`config.mk`:
```
export PLATFORM = sky130hd
export DESIGN_NAME = sidsc_scan
export DESIGN_NICKNAME = d
export VERILOG_FILES = /design/src/hw/rtl/sidsc_pkg.sv /design/src/hw/rtl/sidsc_scan.sv
export SDC_FILE = /design/constraint.sdc
export NUM_CORES = 1
export LEC_CHECK = 0
export BUFFER_PORTS_ARGS = -buffer_cell sky130_fd_sc_hd__buf_2
export CAP_MARGIN = 40
export CORE_MARGIN = 5
export CORE_UTILIZATION = 50
export DETAILED_ROUTE_END_ITERATION = 16
export MAX_ROUTING_LAYER = met4
export PLACE_DENSITY = 0.73
export SLEW_MARGIN = 5
export SYNTH_ARGS = -nofsm -noshare
export SYNTH_HDL_FRONTEND = slang
export SYNTH_SLANG_ARGS = --single-unit
```
`constraint.sdc`:
```
create_clock -name clock -period 1.7 [get_ports clock]
set_input_delay 0.085 -clock clock [delete_from_list [all_inputs] [get_ports clock]]
set_output_delay 0.085 -clock clock [all_outputs]
set_load 0.05 [all_outputs]
```
`src/hw/rtl/sidsc_pkg.sv`:
```
// Types, constants and character class helpers for the scope ID syntax checker.
`default_nettype none

package sidsc_pkg;

   localparam int MAX_SCOPE_LEN_DEF = 220;
   localparam int MAX_LABEL_LEN_DEF = 63;

   localparam int CH_W    = 8;
   localparam int LEN_W   = 8;
   localparam int LABEL_W = 7;
   localparam int WARN_W  = 4;

   localparam int W_NONPRINT    = 0;
   localparam int W_NONALPHA    = 1;
   localparam int W_BADCHAR     = 2;
   localparam int W_ENDNONALNUM = 3;

   localparam logic [CH_W-1:0] CH_DOT  = 8'h2E;
   localparam logic [CH_W-1:0] CH_DASH = 8'h2D;

   typedef enum logic [3:0] {
      ST_OK          = 4'd0,
      ST_LEADDOT     = 4'd1,
      ST_DOUBLEDOT   = 4'd2,
      ST_LABELLONG   = 4'd3,
      ST_TOOLONG     = 4'd4,
      ST_ENDDOT      = 4'd5,
      ST_NONPRINT    = 4'd6,
      ST_NONALPHA    = 4'd7,
      ST_BADCHAR     = 4'd8,
      ST_ENDNONALNUM = 4'd9
   } status_type;

   typedef struct packed {
      logic            valid;
      logic [CH_W-1:0] ch;
      logic            is_end;
   } step_type;

   typedef struct packed {
      status_type       status;
      logic [LEN_W-1:0] length;
   } result_type;

   function automatic logic is_alpha(input logic [CH_W-1:0] c);
      return (c >= 8'h41 && c <= 8'h5A) || (c >= 8'h61 && c <= 8'h7A);
   endfunction

   function automatic logic is_alnum(input logic [CH_W-1:0] c);
      return is_alpha(c) || (c >= 8'h30 && c <= 8'h39);
   endfunction

   function automatic logic is_print(input logic [CH_W-1:0] c);
      return c >= 8'h20 && c <= 8'h7E;
   endfunction

endpackage

`default_nettype wire

```
`src/hw/rtl/sidsc_scan.sv`:
```
// Scan state (counts, previous byte, error and warnings) and final status logic.
`default_nettype none

module sidsc_scan #(
   parameter int MAX_SCOPE_LEN = sidsc_pkg::MAX_SCOPE_LEN_DEF,
   parameter int MAX_LABEL_LEN = sidsc_pkg::MAX_LABEL_LEN_DEF
) (
   input  wire                  clock,
   input  wire                  reset,
   input  sidsc_pkg::step_type   step,
   output sidsc_pkg::result_type result
);
   import sidsc_pkg::*;

   localparam logic [LEN_W-1:0]   SCOPE_MAX = LEN_W'(MAX_SCOPE_LEN);
   localparam logic [LABEL_W-1:0] LABEL_MAX = LABEL_W'(MAX_LABEL_LEN);

   logic [LEN_W-1:0]   byte_cnt_ff, byte_cnt_in;
   logic [LABEL_W-1:0] label_cnt_ff, label_cnt_in;
   logic [CH_W-1:0]    prev_ff, prev_in;
   status_type         err_ff, err_in;
   logic [WARN_W-1:0]  warn_ff, warn_in;

   logic examine;
   logic clear;

   assign examine = step.valid && !step.is_end && (err_ff == ST_OK) &&
                    (byte_cnt_ff <= SCOPE_MAX);
   assign clear   = step.valid && step.is_end;

   always_comb begin
      byte_cnt_in  = byte_cnt_ff;
      label_cnt_in = label_cnt_ff;
      prev_in      = prev_ff;
      err_in       = err_ff;
      warn_in      = warn_ff;
      if (clear) begin
         byte_cnt_in  = '0;
         label_cnt_in = '0;
         prev_in      = '0;
         err_in       = ST_OK;
         warn_in      = '0;
      end else if (examine) begin
         byte_cnt_in = byte_cnt_ff + LEN_W'(1);
         prev_in     = step.ch;
         if (!is_print(step.ch)) warn_in[W_NONPRINT] = 1'b1;
         if (step.ch == CH_DOT) begin
            priority if (byte_cnt_ff == '0) begin
               err_in = ST_LEADDOT;
            end else if (label_cnt_ff == '0) begin
               err_in = ST_DOUBLEDOT;
            end else begin
               label_cnt_in = '0;
               if (!is_alnum(prev_ff)) warn_in[W_ENDNONALNUM] = 1'b1;
            end
         end else begin
            label_cnt_in = label_cnt_ff + LABEL_W'(1);
            priority if (label_cnt_ff >= LABEL_MAX) begin
               err_in = ST_LABELLONG;
            end else if (label_cnt_ff == '0) begin
               if (!is_alpha(step.ch)) warn_in[W_NONALPHA] = 1'b1;
            end else begin
               if (!(step.ch == CH_DASH || is_alnum(step.ch))) warn_in[W_BADCHAR] = 1'b1;
            end
         end
      end
   end

   always_ff @(posedge clock) begin
      if (reset) begin
         byte_cnt_ff  <= '0;
         label_cnt_ff <= '0;
         prev_ff      <= '0;
         err_ff       <= ST_OK;
         warn_ff      <= '0;
      end else begin
         byte_cnt_ff  <= byte_cnt_in;
         label_cnt_ff <= label_cnt_in;
         prev_ff      <= prev_in;
         err_ff       <= err_in;
         warn_ff      <= warn_in;
      end
   end

   // final status, valid on the terminator word
   always_comb begin
      result.length = byte_cnt_ff;
      priority if (err_ff != ST_OK) begin
         result.status = err_ff;
      end else if (byte_cnt_ff > SCOPE_MAX) begin
         result.status = ST_TOOLONG;
      end else if (byte_cnt_ff != '0 && label_cnt_ff == '0) begin
         result.status = ST_ENDDOT;
      end else if (warn_ff[W_NONPRINT]) begin
         result.status = ST_NONPRINT;
      end else if (warn_ff[W_NONALPHA]) begin
         result.status = ST_NONALPHA;
      end else if (warn_ff[W_BADCHAR]) begin
         result.status = ST_BADCHAR;
      end else if (warn_ff[W_ENDNONALNUM] ||
                   (byte_cnt_ff != '0 && !is_alnum(prev_ff))) begin
         result.status = ST_ENDNONALNUM;
      end else begin
         result.status = ST_OK;
      end
   end

   a_byte_cnt_cap: assert property (@(posedge clock) disable iff (reset)
      byte_cnt_ff <= SCOPE_MAX + LEN_W'(1))
      else $error("byte count past cap");

   a_label_cnt_cap: assert property (@(posedge clock) disable iff (reset)
      label_cnt_ff <= LABEL_MAX + LABEL_W'(1))
      else $error("label count past cap");

   a_clear_on_end: assert property (@(posedge clock) disable iff (reset)
      clear |=> (byte_cnt_ff == '0 && label_cnt_ff == '0 && err_ff == ST_OK &&
                 warn_ff == '0))
      else $error("state not cleared after terminator");

   a_frozen_after_err: assert property (@(posedge clock) disable iff (reset)
      (err_ff != ST_OK && !clear) |=> $stable(byte_cnt_ff))
      else $error("byte counted after error");

endmodule

`default_nettype wire

```
==> flow_results.org, run 1 <==
** STA
- Final Slew Violations :: 0
- Final Hold Viols :: 0
- After layout, the minimum clock period comes to 2.18 ns.
- Measured against its own limit, the worst slew margin works out to 62.3%.
- Total Negative Setup Slacks :: -7.34 ns
- Timing would allow up to 458 MHz.
- Across the routed clock network, the largest skew measured is 0.00972 ns.
- Final worst path period share :: 128%
- Across all setup checks in the final design, the least slack found is -0.483 ns.
- Setup repair after global routing could not meet its margin everywhere.
- Transition at the pin with the smallest max-transition slack :: 0.557 ns
- Setup violations remaining at the end of the flow were counted as 33.

** Global route
- Met3 Use GR :: 4.55%
- Global routing consumed, over all layers together, 24.6% of the routing resources.
- Entering global routing, the biggest net connects 23 pins.
- The first global-routing pass estimated 8.20 mm of wire.
- For met2 alone, demand over resource in global routing was 42.7%.
- Global routing consumed, on the met1 layer, 27.5% of the routing resources.
- Global route hottest layer :: met2
- The total overflow left after global routing is 0.
- Number of global-route vias before repair :: 1,820
- The number of antenna violations at the first check in global routing was 0.

** Yosys
- Post-synthesis instance total :: 202
- Synthesized area per cell :: 8.07 um^2
- Library cell with the highest instance count after synthesis :: sky130_fd_sc_hd__nand2_1
- Yosys warnings :: 0
- Post-synthesis async set-or-reset flop share :: 0%
- Top cell type's share of synthesized area :: 35.6%
- In the post-synthesis netlist, the biggest area contributors are sky130_fd_sc_hd__dfxtp_1, sky130_fd_sc_hd__nand2_1, sky130_fd_sc_hd__a21oi_1, sky130_fd_sc_hd__nor2_1, sky130_fd_sc_hd__nand3_1.
- Top_reg_cell synth :: sky130_fd_sc_hd__dfxtp_1
- Cell area after synthesis :: 1630 um^2
- Synthesized net count :: 218
- Number of flip-flops and latches in the synthesized netlist :: 29
- Synthesis instantiated 53 different standard cells from the library.
- Cell type contributing the most total cell area after synthesis :: sky130_fd_sc_hd__dfxtp_1
- The synthesized design contains 0 enable-type register cells.
- After synthesis, flip-flops and latches occupy 35.6% of the total area.
- Synth cell count leaders :: sky130_fd_sc_hd__nand2_1, sky130_fd_sc_hd__dfxtp_1, sky130_fd_sc_hd__a21oi_1, sky130_fd_sc_hd__nor2_1, sky130_fd_sc_hd__nand3_1

** Place
- At the end of routability-driven placement, the weighted congestion stood at 0.857.
- Port Buffer Count :: 23
- Once detailed placement completed, the half-perimeter wirelength came to 3.31 mm.

** Min path
- Hold Path Stages :: 3
- Worst min-delay path category :: input pin to flop

** Finish
- The post-route netlist has 53.9% of its cells at a drive strength greater than 1.
- 0 antenna diodes ended up in the layout.
- Post-synthesis to final-layout area growth :: 61.1%
- Measured on the finished design, the core utilization comes to 84.6%.
- For this run, the post-layout net count is 282.

** Floorplanning
- In this run the vertical extent of the chip is 67.1 um.
- Initial standard-cell utilization of the core :: 52.5%
- The die covers 4500 um^2.
- Row generation in the floorplan step produced 20 rows.
- The total area inside the core boundary comes to 3100 um^2.
- Die width :: 67.1 um
- Top-Level Pins :: 24

** Clock tree
- Clock Root Buffer :: sky130_fd_sc_hd__clkbuf_4
- CTS Buf Count :: 5
- The clock passes through at most 2 buffers.
- The H-tree was split into 2 levels.
- Number of sinks driven by the clock tree :: 29
- Clock Pin Slew Worst Setup and Hold Paths :: 0.11 ns
- Clock tree from TritonCTS :: done
- After clock tree synthesis, the flow added hold-fix buffers numbering 0.
- The later pin in the worst-skew pair is clocked with a latency of 0.34 ns.

** Power
- Summed over all cells, the static leakage comes to 1.01 nW.
- Total power per unit cell area :: 596 nW/um^2
- Maximum resistive drop on vdd :: 0.391 mV

** Setup path
- Category of the most critical setup path :: flop to output pin
- Max FO, Critical Path :: 3
- The worst setup path is captured at an output pin.
- For the worst flop-to-flop path, the logic depth is 9.
- STA classifies the critical path startpoint as a flop.
- Endpoint required time on the critical path :: 1.62 ns
- At the worst endpoint, the arrival time is 2.10 ns.

** Detailed routing
- Number of vias after detailed routing :: 2,037
- The routed design has 6.43 mm of wire.
- Detail Route Antenna Nets :: 0
- After detailed routing, the average wire length per cell comes to 20.7 um.
- Remaining DRCs :: 0
- Dividing the detail-routed via count by the number of cells gives 6.55.
- The first TritonRoute pass finished after 5 iterations.
- After the first detailed-routing iteration, the DRC count stood at 312.

** Status
- Status :: finished with violations
- Failing checks :: setup timing

** Run
- # Max-Cap Violations :: 0
## cells by family (layout without fill, tap and decap cells)
family / count (synthesis) / in the layout / synth area share (%)
buf+inv: 17 / 81 / 4.91
compound gates: 53 / 54 / 23.6
mux: 2 / 2 / 1.30
simple gates: 92 / 92 / 28.9
fa+ha+maj: 4 / 4 / 3.07
flops: 29 / 29 / 35.6
xor+xnor: 5 / 5 / 2.69
## stage by stage
step                      hold WS, ns  power, mW  setup slack [ns]  instances  instance area, um^2
final                          0.0521       1.57            -0.483        311                 2630
after global routing           0.0574       1.62            -0.541        311                 2630
after CTS                      0.0219       1.46            -0.401        304                 2310
after detailed placement        0.387       1.01            -0.134        290                 2080
after global placement          0.377       1.00           -0.0777        290                 2080
after floorplan                 0.221      0.920            -0.181        202                 1740
## power breakdown
| group | switching, mW | internal, mW |
|---|---|---|
| Sequential | 0.0131 | 0.692 |
| Combinational | 0.248 | 0.190 |
| Clock | 0.273 | 0.149 |
| Total | 0.534 | 1.03 |
## critical path: stages, from the launching register on
cell                       delay (ns)
sky130_fd_sc_hd__dfxtp_4         0.37
sky130_fd_sc_hd__inv_4           0.04
sky130_fd_sc_hd__ha_4            0.15
sky130_fd_sc_hd__nand4b_1        0.26
sky130_fd_sc_hd__a21o_4          0.29
sky130_fd_sc_hd__nand2_1         0.09
sky130_fd_sc_hd__nor2_1          0.06
sky130_fd_sc_hd__a211o_4         0.34
sky130_fd_sc_hd__buf_8           0.15
## metal layers
layer	part of all wire (%)	vias to the layer above	wire length (um)
met4	5.4	0	347
met1	36	977	2340
met5	0	-	0
met3	7.7	43	494
li1	-	881	-
met2	51	136	3250
## what timing repair did
item / CTS / global route
gates resized for setup: 30 / 57
endpoints found under the setup margin: 18 / 33
pin swaps: 12 / 38
gates cloned: 0 / 2
buffers inserted: 7 / 6
## cell type report
type,count,area [um^2]
Multi-Input combinational cell,157,1360
Clock inverter,3,12.5
Inverter,10,40.0
Clock buffer,5,37.5
Tap cell,44,55.1
Fill cell,185,477
Timing Repair Buffer,63,519
Sequential cell,29,602
## state kept, by name (all words and copies together) (netlist names)
register	count
byte_cnt_ff	8
prev_ff	8
label_cnt_ff	7
warn_ff	4
err_ff	2
## cells in the final DEF (no fill, tap or decap), types with 3 or more instances in the layout
cell and n:
sky130_fd_sc_hd__buf_6 13, sky130_fd_sc_hd__ha_1 3, sky130_fd_sc_hd__buf_2 19, sky130_fd_sc_hd__o21ai_2 3, sky130_fd_sc_hd__nand2_4 4, sky130_fd_sc_hd__nand2_2 5
sky130_fd_sc_hd__nand2_1 22, sky130_fd_sc_hd__nor2_1 15, sky130_fd_sc_hd__buf_4 27, sky130_fd_sc_hd__dfxtp_2 11, sky130_fd_sc_hd__nand4_1 4, sky130_fd_sc_hd__dfxtp_1 16
sky130_fd_sc_hd__a21oi_2 11, sky130_fd_sc_hd__nand3_1 11, sky130_fd_sc_hd__inv_1 8, sky130_fd_sc_hd__a21oi_1 8, sky130_fd_sc_hd__clkbuf_4 5, sky130_fd_sc_hd__and3_1 3
## worst paths after layout
path	startpoint	end	slack, ns
max	byte_cnt_ff[1]$_SDFFE_PP0P_	result[8]	-0.48
min	step[5]	prev_ff[4]$_SDFFE_PP0P_	0.05
max reg2reg	byte_cnt_ff[1]$_SDFFE_PP0P_	prev_ff[6]$_SDFFE_PP0P_	-0.31
min reg2reg	label_cnt_ff[0]$_SDFFE_PP0P_	label_cnt_ff[0]$_SDFFE_PP0P_	0.51
No activity file was read; power rests on OpenSTA's default activity.
==> run 2, diff against run 1 <==
- CORE_UTILIZATION: 50 -> 60
- PLACE_DENSITY: 0.73 -> 0.82
- clock period: 1.7 -> 2.6 ns (I/O delays scaled with it)
==> run 2 against run 1 <==
The flow now finishes without violations. Global-route usage is 3.9 points lower. Clock skew is 0.0033 ns higher. Largest cell class unchanged. Critical path type unchanged. Design area is 30% lower.
==> flow_results.org, run 2 (synthesis gave the netlist of run 1 again) <==
** Power
- Power share of the clock group :: 29.7% (+2.7 points)
- The internal power component was 605 uW (-41%).
- The net load switching power is 276 uW (-48%).
- The logic gate share of total power was 17.7% (-10 points).
- Total power per unit cell area :: 482 nW/um^2 (-19%)
- Leakage dissipation :: 0.689 nW (-32%)
- The share of total power consumed by net switching was 31.3% (-2.8 points).
- The maximum vdd drop came to 0.395 mV (+1.1%).
- The sequential cell fraction of total power is 52.6% (+7.6 points).

** Clock tree
- The maximum root-to-sink buffer count is 2 (unchanged).
- Count of hold buffers inserted by post-cts repair :: 0 (unchanged)
- CTS Buf Count :: 5 (unchanged)
- CTS H-tree lvls :: 2 (unchanged)
- Number of sinks driven by the clock tree :: 29 (unchanged)
- The clock-pin transition on the worst setup and hold timing paths came to 0.10 ns (about the same).
- The count of buffers added by post-CTS timing repair for setup was 0 (-7).
- PostCTS Resize Cnt :: 0 (-100%)
- Clock tree from TritonCTS :: done
- The worst-skew pair later-pin latency came to 0.33 ns (about the same).
- Clock Root Buffer :: sky130_fd_sc_hd__clkbuf_4

** Setup path
- The maximum fanout along the worst path came to 6 (+3).
- Endpoint class of the critical path :: output pin
- Arrival time of data at the critical path endpoint :: 2.26 ns (+0.16 ns)
- Longest individual stage delay on the worst path :: 0.37 ns (about the same)
- Cells along the critical path :: inv_1, ha_1, nor4b_1, nand2_1, o32ai_2, o21bai_1, a211o_1, buf_2
- The slowest stage of the critical path belongs to the cell sky130_fd_sc_hd__dfxtp_1.
- Category of the most critical setup path :: flop to output pin
- The worst endpoint required time came to 2.47 ns (+0.85 ns).
- Setup crit start kind :: flop

** Floorplanning
- The die width came to 62.1 um (-7.4%).
- The floorplan row count is 19 (-5.0%).
- Die height :: 62.1 um (-7.4%)
- The die area was 3860 um^2 (-14%).
- The total core area came to 2690 um^2 (-13%).
- The I/O pin count came to 24 (unchanged).
- Initial standard-cell utilization of the core :: 60.7% (+8.1 points)

** Finish
- Number of nets in the finished design :: 243 (-14%)
- Compared with the post-synthesis result, the final layout area differs by 12.0%.
- The largest registers in the layout are byte_cnt_ff: 8 flops, prev_ff: 8 flops, label_cnt_ff: 7 flops.
- The layout cell share with drive strength beyond 1 came to 18.9% (-35 points).
- Leading cell type in the layout, fill and taps excluded :: sky130_fd_sc_hd__nand2_1
- Layout Utilization :: 68.0% (-17 points)
- Fill cell count :: 210 (+14%)
- The register cell area after layout is 581 um^2 (-3.5%).
- Top library cells by usage in the layout, fill and taps aside :: sky130_fd_sc_hd__nand2_1, sky130_fd_sc_hd__dfxtp_1, sky130_fd_sc_hd__buf_2
- The area of the multi-input gates is 988 um^2 (-27%).
- Antenna diodes :: 0 (unchanged)
- Finished Cell Area :: 1830 um^2 (-30%)

** Global route
- Pin count of the biggest net entering global routing :: 23 (unchanged)
- The total track usage is 20.7% (-3.9 points).
- The number of antenna violations at the first check in global routing came to 0 (unchanged).
- The global-route congestion overflow total was 0 (unchanged).
- Wire length of the first global-routing pass :: 6.45 mm (-21%)
- The number of global-route vias before repair is 1,480 (-19%).

** STA
- The total count of max-transition violations in the final report came to 0 (unchanged).
- The smallest clock period supported by the final layout is computed as 2.39 ns.
- Setup repair after global routing left no endpoint under its margin.
- The final critical path takes up 92.0% of the cycle.
- Upper clock frequency limit :: 418 MHz
- Transition at the pin with the smallest max-transition slack :: 0.685 ns (+0.128 ns)
- The worst-case clock skew came to 0.0130 ns (+0.00330 ns).
- The remaining max-slew budget at the tightest pin is 54.3% (-8.0 points).
- Final hold slack :: 0.0881 ns (+0.0360 ns)
- The hold violation total from the final report was 0 (unchanged).
- The final sum of negative setup slack came to 0 ns (+7.34 ns).
- Final number of setup-violating endpoints :: 0 (-100%)

** Detailed routing
- The number of remaining DRC errors came to 0 (unchanged).
- The mean routed wirelength per cell is 15.3 um (-26%).
- The wire length after detailed routing came to 3.97 mm (-38%).
- Number of DRC violations after detailed-routing iteration 0 :: 89 (-71%)
- Length of the first detailed-routing pass in iterations :: 5 (unchanged)
- The number of vias in the routed layout came to 1,570 (-23%).
- The routed via count divided by cell count is 6.06 (-7.5%).
- The number of routed nets with antenna violations came to 0 (unchanged).

** Run
- The reported max-cap violation count came to 0 (unchanged).

** Status
- Status :: finished clean

** Place
- The instance area after placement was 1780 um^2 (-15%).
- Port Buffer Count :: 23 (unchanged)
- The final HPWL from detailed placement was 2.97 mm (-10%).
- Routability cong. :: 0.880 (+2.8%)

** Min path
- Worst min-delay path category :: input pin to flop
[run 2: path summary, 6_finish.rpt]
check,slack [ns],start,endpoint,depth (start not counted)
max,0.21,byte_cnt_ff[1]$_SDFFE_PP0P_,result[8],8
min,0.09,step[8],prev_ff[7]$_SDFFE_PP0P_,3
max reg2reg,0.53,byte_cnt_ff[0]$_SDFFE_PP0P_,err_ff[0]$_SDFFE_PP0P_,6
min reg2reg,0.47,prev_ff[5]$_SDFFE_PP0P_,prev_ff[5]$_SDFFE_PP0P_,2
[run 2: cell type report]
| class | instances | area share [%] |
|---|---|---|
| clock inverter | 2 | 0.548 |
| inverter | 10 | 2.05 |
| sequential | 29 | 31.8 |
| multi-input combinational | 156 | 54.1 |
| clock buffer | 6 | 2.26 |
| tap | 31 | 2.12 |
| timing repair buffer | 25 | 7.12 |
[run 2: critical path, delay by kind of cell (launching register included)]
family                   cells  cell delay [ns]
AO/OA/AOI/OAI                3             0.70
adder cells (fa/ha/maj)      1             0.14
buffers and inverters        2             0.28
flip-flops                   1             0.37
AND/OR/NAND/NOR              2             0.44
[run 2: power groups by stage]
| stage | clock network, mW | registers [mW] | logic, mW |
|---|---|---|---|
| 3_5_place_dp | 0 | 0.474 | 0.155 |
| 3_3_place_gp | 0 | 0.473 | 0.150 |
| 4_1_cts | 0.268 | 0.463 | 0.155 |
| 5_1_grt | 0.291 | 0.465 | 0.167 |
| 2_1_floorplan | 0 | 0.476 | 0.110 |
| 6_report | 0.261 | 0.464 | 0.156 |
[run 2: layer usage]
metal,track usage [%],share of wire (%),vias to the layer above
met2,32.1,48,37
li1,-,-,788
met5,-,0,-
met3,4.50,5.3,7
met4,10.0,1.9,0
met1,25.1,44,738
[run 2: metrics by stage]
stage / instances / setup slack [ns] / power [mW]
after floorplan: 202 / 0.218 / 0.586
after global placement: 251 / 0.632 / 0.623
after detailed placement: 251 / 0.555 / 0.628
after CTS: 259 / 0.212 / 0.887
after global routing: 259 / 0.0238 / 0.923
final: 259 / 0.208 / 0.881
